`src/hw/rtl/rcpn_pkg.sv`:
```
// Shared constants, codes and types of the RC pulse capture normalizer.
package rcpn_pkg;

  // Channel count and index width
  localparam int CHANNELS = 8;
  localparam int CH_IDX_W = (CHANNELS > 1) ? $clog2(CHANNELS) : 1;

  // Field widths
  localparam int CH_W   = 3;
  localparam int TIME_W = 32;
  localparam int PW_W   = 16;
  localparam int VAL_W  = 16;
  localparam int KIND_W = 2;
  localparam int DZ_W   = 10;
  localparam int CFG_W  = 32;
  localparam int CIDX_W = 2;

  // Command codes
  localparam logic [1:0] CMD_EDGE  = 2'd0;
  localparam logic [1:0] CMD_QUERY = 2'd1;
  localparam logic [1:0] CMD_LOAD  = 2'd2;

  // Channel kinds
  localparam logic [KIND_W-1:0] KIND_TWO   = 2'd0;
  localparam logic [KIND_W-1:0] KIND_THREE = 2'd1;
  localparam logic [KIND_W-1:0] KIND_STICK = 2'd2;

  // Configuration register indexes
  localparam logic [CIDX_W-1:0] REG_DEADZONE = 2'd0;
  localparam logic [CIDX_W-1:0] REG_WINDOW   = 2'd1;
  localparam logic [CIDX_W-1:0] REG_TIMEOUT  = 2'd2;

  // Register reset values
  localparam logic [DZ_W-1:0]   DEADZONE_RST = 10'd10;
  localparam logic [DZ_W-1:0]   WINDOW_RST   = 10'd100;
  localparam logic [TIME_W-1:0] TIMEOUT_RST  = 32'd500000;

  // Q2.14 unit and divider length (quotient stays below one)
  localparam int Q_BITS    = 14;
  localparam int DIV_CNT_W = $clog2(Q_BITS);

  // Per-channel settings
  typedef struct packed {
    logic [KIND_W-1:0] kind;
    logic [PW_W-1:0]   min_us;
    logic [PW_W-1:0]   mid_us;
    logic [PW_W-1:0]   max_us;
  } chan_cfg_t;

endpackage

```
`src/hw/rtl/rcpn_div.sv`:
```
// Iterative restoring divider: (num << 14) / den, one quotient bit per cycle.
module rcpn_div (
  input  logic                                clk,
  input  logic                                rst_n,
  input  logic                                start,
  input  logic [rcpn_pkg::PW_W-1:0]           num,
  input  logic [rcpn_pkg::PW_W-1:0]           den,
  output logic                                done,
  output logic [rcpn_pkg::Q_BITS-1:0]         quot
);

  logic [rcpn_pkg::PW_W:0]          rem_r;
  logic [rcpn_pkg::PW_W-1:0]        den_r;
  logic [rcpn_pkg::Q_BITS-1:0]      quot_r;
  logic [rcpn_pkg::DIV_CNT_W-1:0]   cnt_r;
  logic                             busy_r;
  logic                             done_r;

  logic [rcpn_pkg::PW_W:0]          rem_sh;
  logic                             q_bit;
  logic [rcpn_pkg::PW_W:0]          rem_nxt;

  // One shift-compare-subtract step; remainder stays below den
  always_comb begin
    rem_sh  = {rem_r[rcpn_pkg::PW_W-1:0], 1'b0};
    q_bit   = (rem_sh >= {1'b0, den_r});
    rem_nxt = q_bit ? (rem_sh - {1'b0, den_r}) : rem_sh;
  end

  // Control
  always_ff @(posedge clk) begin
    if (!rst_n) begin
      busy_r <= 1'b0;
      done_r <= 1'b0;
      cnt_r  <= '0;
    end else begin
      done_r <= 1'b0;
      if (start) begin
        busy_r <= 1'b1;
        cnt_r  <= '0;
      end else if (busy_r) begin
        cnt_r <= cnt_r + 1'b1;
        if (cnt_r == rcpn_pkg::DIV_CNT_W'(rcpn_pkg::Q_BITS - 1)) begin
          busy_r <= 1'b0;
          done_r <= 1'b1;
        end
      end
    end
  end

  // Datapath
  always_ff @(posedge clk) begin
    if (start) begin
      rem_r  <= {1'b0, num};
      den_r  <= den;
      quot_r <= '0;
    end else if (busy_r) begin
      rem_r  <= rem_nxt;
      quot_r <= {quot_r[rcpn_pkg::Q_BITS-2:0], q_bit};
    end
  end

  assign done = done_r;
  assign quot = quot_r;

endmodule

```
`src/hw/rtl/rc_pulse_capture_normalizer.sv`:
```
// Top level: channel store, item sequencer and result register.
//
// Multi-channel RC pulse receiver. Input beats carry a command (pin edge,
// query, or load of channel settings), a channel and a microsecond stamp;
// every accepted beat yields exactly one result beat with the channel's
// pulse width, its normalized Q2.14 value and a failsafe flag.
// Configuration (deadzone, switch window, failsafe timeout) is written on
// cfg_we with cfg_index / cfg_wdata; the user must write it only while the
// block is idle, as the block itself does not enforce this. An item passes
// from acceptance through the update, classify and done states to the
// output register; a stick value between deadzone and limits also passes
// through the divide state, where the shared divider resolves one quotient
// bit per cycle. One item is in flight at a time: in_stall is high from
// acceptance until the result moves into the output register. The output
// register holds its beat while out_stall is high; a new item may be
// accepted meanwhile, but its result waits until the held beat is taken.
// Synchronous reset clears all channel state, settings (two-position kind,
// zero limits), the last-edge time and the configuration registers to their defaults.
module rc_pulse_capture_normalizer (
  input  logic                               clk,
  input  logic                               rst_n,
  // configuration
  input  logic                               cfg_we,
  input  logic [rcpn_pkg::CIDX_W-1:0]        cfg_index,
  input  logic [rcpn_pkg::CFG_W-1:0]         cfg_wdata,
  // input channel
  input  logic                               in_valid,
  output logic                               in_stall,
  input  logic [1:0]                         in_command,
  input  logic [rcpn_pkg::CH_W-1:0]          in_channel,
  input  logic                               in_level,
  input  logic [rcpn_pkg::TIME_W-1:0]        in_time_us,
  input  logic [rcpn_pkg::KIND_W-1:0]        in_cfg_kind,
  input  logic [rcpn_pkg::PW_W-1:0]          in_cfg_min_us,
  input  logic [rcpn_pkg::PW_W-1:0]          in_cfg_mid_us,
  input  logic [rcpn_pkg::PW_W-1:0]          in_cfg_max_us,
  // result channel
  output logic                               out_valid,
  input  logic                               out_stall,
  output logic [rcpn_pkg::CH_W-1:0]          out_channel,
  output logic [rcpn_pkg::PW_W-1:0]          out_pulse_width,
  output logic signed [rcpn_pkg::VAL_W-1:0]  out_value,
  output logic                               out_failsafe
);

  typedef enum logic [4:0] {
    S_IDLE  = 5'b00001,
    S_UPD   = 5'b00010,
    S_CLASS = 5'b00100,
    S_DIV   = 5'b01000,
    S_DONE  = 5'b10000
  } state_t;

  localparam logic signed [rcpn_pkg::VAL_W-1:0] VAL_POS =
    rcpn_pkg::VAL_W'(1 << rcpn_pkg::Q_BITS);
  localparam logic signed [rcpn_pkg::VAL_W-1:0] VAL_NEG = -VAL_POS;

  // Registers
  state_t                              state_r, state_nxt;
  logic [rcpn_pkg::DZ_W-1:0]           deadzone_r;
  logic [rcpn_pkg::DZ_W-1:0]           window_r;
  logic [rcpn_pkg::TIME_W-1:0]         timeout_r;

  logic [rcpn_pkg::TIME_W-1:0]         rise_time_r [rcpn_pkg::CHANNELS];
  logic [rcpn_pkg::PW_W-1:0]           width_r     [rcpn_pkg::CHANNELS];
  rcpn_pkg::chan_cfg_t                 chan_tab_r  [rcpn_pkg::CHANNELS];
  logic [rcpn_pkg::TIME_W-1:0]         last_edge_r;

  logic [1:0]                          cmd_r;
  logic [rcpn_pkg::CH_W-1:0]           ch_r;
  logic                                lvl_r;
  logic [rcpn_pkg::TIME_W-1:0]         now_r;
  rcpn_pkg::chan_cfg_t                 new_cfg_r;

  logic                                fs_r;
  logic                                neg_r;
  logic signed [rcpn_pkg::VAL_W-1:0]   val_r;

  logic                                out_valid_r;
  logic [rcpn_pkg::CH_W-1:0]           out_ch_r;
  logic [rcpn_pkg::PW_W-1:0]           out_pw_r;
  logic signed [rcpn_pkg::VAL_W-1:0]   out_val_r;
  logic                                out_fs_r;

  // Combinational
  logic                                in_acc;
  logic                                ch_ok;
  logic [rcpn_pkg::CH_IDX_W-1:0]       idx;
  logic [rcpn_pkg::TIME_W-1:0]         last_edge_nxt;
  logic [rcpn_pkg::PW_W-1:0]           cur_w;
  rcpn_pkg::chan_cfg_t                 cur_cfg;
  logic                                out_load;

  logic [rcpn_pkg::PW_W:0]             d_min, d_mid, d_max;
  logic signed [rcpn_pkg::PW_W:0]      err;
  logic [rcpn_pkg::PW_W:0]             err_mag;
  logic [rcpn_pkg::PW_W-1:0]           span;
  logic                                need_div;
  logic signed [rcpn_pkg::VAL_W-1:0]   class_val;

  logic                                div_start;
  logic                                div_done;
  logic [rcpn_pkg::Q_BITS-1:0]         div_quot;
  logic signed [rcpn_pkg::VAL_W-1:0]   div_val;

  function automatic logic [rcpn_pkg::PW_W:0] abs_diff(
    input logic [rcpn_pkg::PW_W-1:0] a,
    input logic [rcpn_pkg::PW_W-1:0] b
  );
    logic [rcpn_pkg::PW_W:0] d;
    d = {1'b0, a} - {1'b0, b};
    return d[rcpn_pkg::PW_W] ? -d : d;
  endfunction

  assign in_acc   = in_valid && !in_stall;
  assign in_stall = (state_r != S_IDLE);
  assign ch_ok    = (32'(ch_r) < rcpn_pkg::CHANNELS);
  assign idx      = ch_r[rcpn_pkg::CH_IDX_W-1:0];
  assign cur_w    = width_r[idx];
  assign cur_cfg  = chan_tab_r[idx];
  assign out_load = (state_r == S_DONE) && (!out_valid_r || !out_stall);

  // Last-edge time as seen by this item's failsafe check
  always_comb begin
    last_edge_nxt = last_edge_r;
    if (ch_ok && cmd_r == rcpn_pkg::CMD_EDGE) begin
      last_edge_nxt = now_r;
    end
  end

  // Value classification from the updated channel entry
  always_comb begin
    d_min     = abs_diff(cur_w, cur_cfg.min_us);
    d_mid     = abs_diff(cur_w, cur_cfg.mid_us);
    d_max     = abs_diff(cur_w, cur_cfg.max_us);
    err       = $signed({1'b0, cur_w}) - $signed({1'b0, cur_cfg.mid_us});
    err_mag   = err[rcpn_pkg::PW_W] ? 17'(-err) : 17'(err);
    span      = err[rcpn_pkg::PW_W] ? (cur_cfg.mid_us - cur_cfg.min_us)
                                    : (cur_cfg.max_us - cur_cfg.mid_us);
    need_div  = 1'b0;
    class_val = '0;
    if (ch_ok) begin
      unique case (cur_cfg.kind)
        rcpn_pkg::KIND_TWO: begin
          class_val = VAL_POS;
        end
        rcpn_pkg::KIND_THREE: begin
          priority if (d_min <= {7'b0, window_r}) class_val = VAL_POS;
          else if (d_mid <= {7'b0, window_r})     class_val = '0;
          else if (d_max <= {7'b0, window_r})     class_val = VAL_NEG;
          else                                    class_val = '0;
        end
        rcpn_pkg::KIND_STICK: begin
          priority if (cur_w <= cur_cfg.min_us)    class_val = VAL_NEG;
          else if (cur_w >= cur_cfg.max_us)        class_val = VAL_POS;
          else if (err_mag < {7'b0, deadzone_r})   class_val = '0;
          else if (span == '0)                     class_val = '0;
          else                                     need_div  = 1'b1;
        end
        default: begin
          class_val = '0;
        end
      endcase
    end
  end

  assign div_start = (state_r == S_CLASS) && need_div;
  assign div_val   = neg_r ? -$signed({2'b00, div_quot}) : $signed({2'b00, div_quot});

  rcpn_div u_div (
    .clk   (clk),
    .rst_n (rst_n),
    .start (div_start),
    .num   (err_mag[rcpn_pkg::PW_W-1:0]),
    .den   (span),
    .done  (div_done),
    .quot  (div_quot)
  );

  // Sequencer
  always_comb begin
    state_nxt = state_r;
    unique case (state_r)
      S_IDLE:  if (in_acc) state_nxt = S_UPD;
      S_UPD:   state_nxt = S_CLASS;
      S_CLASS: state_nxt = need_div ? S_DIV : S_DONE;
      S_DIV:   if (div_done) state_nxt = S_DONE;
      S_DONE:  if (out_load) state_nxt = S_IDLE;
      default: state_nxt = S_IDLE;
    endcase
  end

  always_ff @(posedge clk) begin
    if (!rst_n) begin
      state_r <= S_IDLE;
    end else begin
      state_r <= state_nxt;
    end
  end

  // Configuration registers
  always_ff @(posedge clk) begin
    if (!rst_n) begin
      deadzone_r <= rcpn_pkg::DEADZONE_RST;
      window_r   <= rcpn_pkg::WINDOW_RST;
      timeout_r  <= rcpn_pkg::TIMEOUT_RST;
    end else if (cfg_we) begin
      if (cfg_index == rcpn_pkg::REG_DEADZONE) deadzone_r <= cfg_wdata[rcpn_pkg::DZ_W-1:0];
      if (cfg_index == rcpn_pkg::REG_WINDOW)   window_r   <= cfg_wdata[rcpn_pkg::DZ_W-1:0];
      if (cfg_index == rcpn_pkg::REG_TIMEOUT)  timeout_r  <= cfg_wdata;
    end
  end

  // Input capture
  always_ff @(posedge clk) begin
    if (in_acc) begin
      cmd_r            <= in_command;
      ch_r             <= in_channel;
      lvl_r            <= in_level;
      now_r            <= in_time_us;
      new_cfg_r.kind   <= in_cfg_kind;
      new_cfg_r.min_us <= in_cfg_min_us;
      new_cfg_r.mid_us <= in_cfg_mid_us;
      new_cfg_r.max_us <= in_cfg_max_us;
    end
  end

  // Channel state update
  always_ff @(posedge clk) begin
    if (!rst_n) begin
      for (int i = 0; i < rcpn_pkg::CHANNELS; i++) begin
        rise_time_r[i] <= '0;
        width_r[i]     <= '0;
        chan_tab_r[i]  <= '0;
      end
      last_edge_r <= '0;
    end else if (state_r == S_UPD) begin
      last_edge_r <= last_edge_nxt;
      if (ch_ok && cmd_r == rcpn_pkg::CMD_EDGE) begin
        if (lvl_r) begin
          rise_time_r[idx] <= now_r;
        end else begin
          width_r[idx] <= rcpn_pkg::PW_W'(now_r - rise_time_r[idx]);
        end
      end
      if (ch_ok && cmd_r == rcpn_pkg::CMD_LOAD) begin
        chan_tab_r[idx] <= new_cfg_r;
      end
    end
  end

  // Failsafe and value
  always_ff @(posedge clk) begin
    if (state_r == S_UPD) begin
      fs_r <= ((now_r - last_edge_nxt) > timeout_r);
    end
    if (state_r == S_CLASS) begin
      val_r <= class_val;
      neg_r <= err[rcpn_pkg::PW_W];
    end
    if (state_r == S_DIV && div_done) begin
      val_r <= div_val;
    end
  end

  // Output register
  always_ff @(posedge clk) begin
    if (!rst_n) begin
      out_valid_r <= 1'b0;
    end else if (out_load) begin
      out_valid_r <= 1'b1;
    end else if (!out_stall) begin
      out_valid_r <= 1'b0;
    end
  end

  always_ff @(posedge clk) begin
    if (out_load) begin
      out_ch_r  <= ch_r;
      out_pw_r  <= ch_ok ? cur_w : '0;
      out_val_r <= val_r;
      out_fs_r  <= fs_r;
    end
  end

  assign out_valid       = out_valid_r;
  assign out_channel     = out_ch_r;
  assign out_pulse_width = out_pw_r;
  assign out_value       = out_val_r;
  assign out_failsafe    = out_fs_r;

endmodule
```
`config.mk`:
```
export PLATFORM = sky130hd
export DESIGN_NAME = rc_pulse_capture_normalizer
export DESIGN_NICKNAME = d
export VERILOG_FILES = /design/src/hw/rtl/rcpn_pkg.sv /design/src/hw/rtl/rcpn_div.sv /design/src/hw/rtl/rc_pulse_capture_normalizer.sv
export SDC_FILE = /design/constraint.sdc
export NUM_CORES = 2
export LEC_CHECK = 0
export BUFFER_PORTS_ARGS = -buffer_cell sky130_fd_sc_hd__buf_4
export CAP_MARGIN = 20
export CORE_UTILIZATION = 30
export CTS_CLUSTER_SIZE = 24
export DETAILED_ROUTE_END_ITERATION = 7
export MAX_ROUTING_LAYER = met4
export PLACE_DENSITY = 0.42
export SETUP_SLACK_MARGIN = 0.1
export SLEW_MARGIN = 40
export SYNTH_ARGS = -nofsm -noshare
export SYNTH_HDL_FRONTEND = slang
export SYNTH_SLANG_ARGS = --single-unit
```
`constraint.sdc`:
```
create_clock -name clk -period 14.3 [get_ports clk]
set_input_delay 2.145 -clock clk [delete_from_list [all_inputs] [get_ports clk]]
set_output_delay 2.145 -clock clk [all_outputs]
set_load 0.005 [all_outputs]
```
==> out/qor.txt <==
Status: complete, no violations
Worst hold start: val_r[8]$_SDFFCE_PN0P_
CTS tree: yes
Post-placement cell area: 53380 µm²
Mapped Area: 49170 µm²
Type of the most critical hold path: reg2reg
Core Area: 162800 µm²
DR pass1 iterations: 5
CTS H-Tree Depth: 3
Total power: 10830 µW
Die span in x: 406.8 µm
Fillers: 15848
DP Wirelength: 98.33 mm
WL/cell: 23.81 µm
Post-cts sizing count: 0
Async SR Flop Fraction: 0%
IO Pins: 165
Max Cap Violations: 0
Die area: 165500 µm²
Remaining DRCs: 0
Critical Path AT: 8760 ps
Main combinational cell family by area after synthesis: simple AND/OR/NAND/NOR gates
Peak supply drop: 0.1097 mV
Final setup viols: 0
Setup bufs post-CTS: 0
Actual slew at the worst max-slew pin: 939.7 ps
Prevailing post-synth register cell: edfxtp_1
WL final: 150.9 mm
PD cells: 190.1 nW/µm²
Hold EP: out_value[8]$_DFFE_PP_
Worst R2R End: u_div.den_r[4]$_DFFE_PP_
CP Data Required Time: 14660 ps
CTS buffer count: 111
Hold Fails Final Rpt: 0
Post-synth EDFFs: 830
Flip-flop and latch count after synthesis: 943
Design Area, Final: 56960 µm²
Slew margin rel.: 35.56%
Area Growth Syn to Fin: 15.84%
GPL Wtd Cong: 0.8282
Top cell by count, worst path: o21a_1
Slowest CP cell: dfxtp_4
Final ANT Viol Nets: 0
Worst-path maximum fanout: 34
Crit-path max cell delay: 740 ps
Num Clock Sinks: 943
Max-slew violations: 0
Number of global-route vias before repair: 31379
Clk Latency, worst-skew pair: 770 ps
Setup slack, reg-to-reg: 5900 ps
WHS Path Cells: 0
Maximum clock frequency: 0.1191 GHz
Top-area cell type share of the netlist area: 50.69%
Synth Area in Compound Gates: 8.329%
Seq/Total Area, Yosys: 55.29%
Dominant cell type by area after synthesis: edfxtp_1
Yosys warnings: 0
Worst setup EP type: register
Layout cells sized above 1: 16.43%
Area of the multi-input gates: 21000 µm²
Final Net Count: 4426
First-pass GRT wire length: 220.1 mm
Clock buffer depth: 3
Hold Buf Count CTS: 0
Minimum clock period: 8398 ps
I/O Buffers: 164
Post-Syn Instances: 3901
Reg area: 27200 µm²
Post-Synth XOR/XNOR Area: 2.634%
Buf/Inv on CP: 6
Post-synthesis cell type count: 92
Clock transition at the registers of the reported paths: 60 ps
GRT Total Usage: 18.85%
Unrepaired setup endpoints after global routing: false
Lkg Pwr: 0.02149 µW
FF-to-FF path depth: 27
Avg Inst Size Synth: 12.60 µm²
Via density: 4.927
Critical Path Source Type: register
Tcrit/Tclk final: 58.73%
Hold Slack: 416.6 ps
Initial Util: 30.21%
Largest net degree at the start of global routing: 91
Drt initial violations: 2677
Post-synthesis mux area share: 10.90%
Setup TNS: 0 ps
Setup CP Type: reg2reg
Area contributors post-synth: edfxtp_1, mux4_2, and2_1
Global route overflow: 0
Critical path's top delay family: compound AO/OA/AOI/OAI gates
Mapped Nets: 4253
Initial antenna violation count: 14
Skew final: 61.72 ps
Rows: 148
Clock Tree Root: clkbuf_16
Post-Synth Adder-Cell Area: 5.848%
Via count: 31237
Simple-gate portion of the synthesized area: 14.30%
Die H: 406.8 µm
metal layers:
| metal | routed length (µm) | global-route usage (%) |
|---|---|---|
| met5 | 0 | - |
| met4 | 3349 | 4.452 |
| met3 | 7178 | 2.709 |
| met1 | 72580 | 26.42 |
| met2 | 67820 | 28.71 |
layout by cell type, fill, tap and decap left out, types with 89 or more instances in the layout:
cell type | netlist | layout
clkbuf_16 | 0 | 113
mux2i_1 | 134 | 124
nor2_1 | 275 | 264
o21ai_0 | 110 | 96
ha_1 | 217 | 217
buf_4 | 0 | 226
mux4_2 | 164 | 164
and2_1 | 524 | 524
nand2_1 | 219 | 211
edfxtp_1 | 830 | 830
inv_1 | 160 | 159
xnor2_1 | 92 | 89
a21oi_1 | 137 | 136
dfxtp_1 | 113 | 110
cell usage after synthesis, types with 6 or more instances:
library cell,count
o41ai_1,6
xor2_1,54
o211ai_1,28
nor2_1,275
a21o_1,41
a21oi_2,12
nand2_1,219
ha_1,217
buf_1,36
and4_1,7
clkbuf_1,140
nand3b_1,13
and2_1,524
o211a_1,37
o21a_1,36
a21oi_1,137
a211oi_1,7
o31ai_1,26
or3_1,21
nand3_1,40
mux4_2,164
o21ai_0,110
o31a_1,6
a31oi_1,17
o21bai_1,12
nor3_1,56
a21boi_0,46
fa_1,8
edfxtp_1,830
nor3b_1,9
nor2b_1,37
nand2b_1,33
xnor2_1,92
inv_1,160
or2_2,10
dfxtp_1,113
mux2_2,26
mux2i_1,134
and3_1,17
nand4_1,24
nor4_1,14
metrics by stage:
stage	std cells	utilization, %	worst slack (ps)
floorplan	3901	-	6754
global placement	6131	32.67	5267
detailed placement	6133	32.79	5536
CTS	6334	34.95	5450
global route	6338	34.99	5155
finish	6340	34.99	5902
worst max path at each step:
stage | from | endpoint | slack [ps] | depth (start not counted)
2_1_floorplan | register | u_div.rem_r[0]$_DFFE_PP_ | 6750 | 28
3_3_place_gp | register | u_div.rem_r[12]$_DFFE_PP_ | 5270 | 27
3_5_place_dp | register | u_div.rem_r[13]$_DFFE_PP_ | 5540 | 27
4_1_cts | register | u_div.rem_r[11]$_DFFE_PP_ | 5450 | 27
5_1_grt | register | u_div.den_r[1]$_DFFE_PP_ | 5160 | 27
6_report | register | u_div.den_r[4]$_DFFE_PP_ | 5900 | 27
logic make-up (layout without fill, tap and decap cells):
kind of cell | Yosys count | in the layout
AO/OA/AOI/OAI | 594 | 594
XOR/XNOR | 147 | 147
adder cells (fa/ha/maj) | 225 | 225
buffers and inverters | 344 | 605
flip-flops | 943 | 943
multiplexers | 327 | 327
other | 0 | 3
AND/OR/NAND/NOR | 1321 | 1321
report_power, final:
group	internal, µW	switching, µW
clock network	1570	1210
logic	1880	2870
registers	3160	137
sequential cells by signal (all words and copies together), names as in the netlist, 4 cells and up, named ones only:
register / flops
last_edge_r: 32
new_cfg_r: 50
state_r: 5
out_value: 16
val_r: 16
out_pulse_width: 16
u_div.quot: 14
rise_time_r: 128
u_div.den_r: 16
now_r: 32
chan_tab_r: 400
u_div.rem_r: 16
timeout_r: 32
u_div.cnt_r: 4
deadzone_r: 10
window_r: 10
width_r: 128
area by class of cell:
type | instances | area share [%]
inverters | 163 | 1.079
flip-flops and latches | 943 | 47.75
multi-input cells | 2614 | 36.86
clock inverters | 57 | 0.9710
well taps | 2175 | 4.778
repair buffers | 241 | 3.357
clock buffers | 144 | 5.187
diodes | 3 | 0.01318
worst register-to-register path, delay by kind of cell, from the launching register on:
kind | cells | cell delay, ps
buffers and inverters | 6 | 1740
muxes | 2 | 1110
adders and majority gates | 3 | 1020
DFF | 1 | 740
AOI/OAI and AO/OA | 12 | 2430
and+or+nand+nor | 4 | 980
Note: power is estimated with default switching activity, not from simulation.
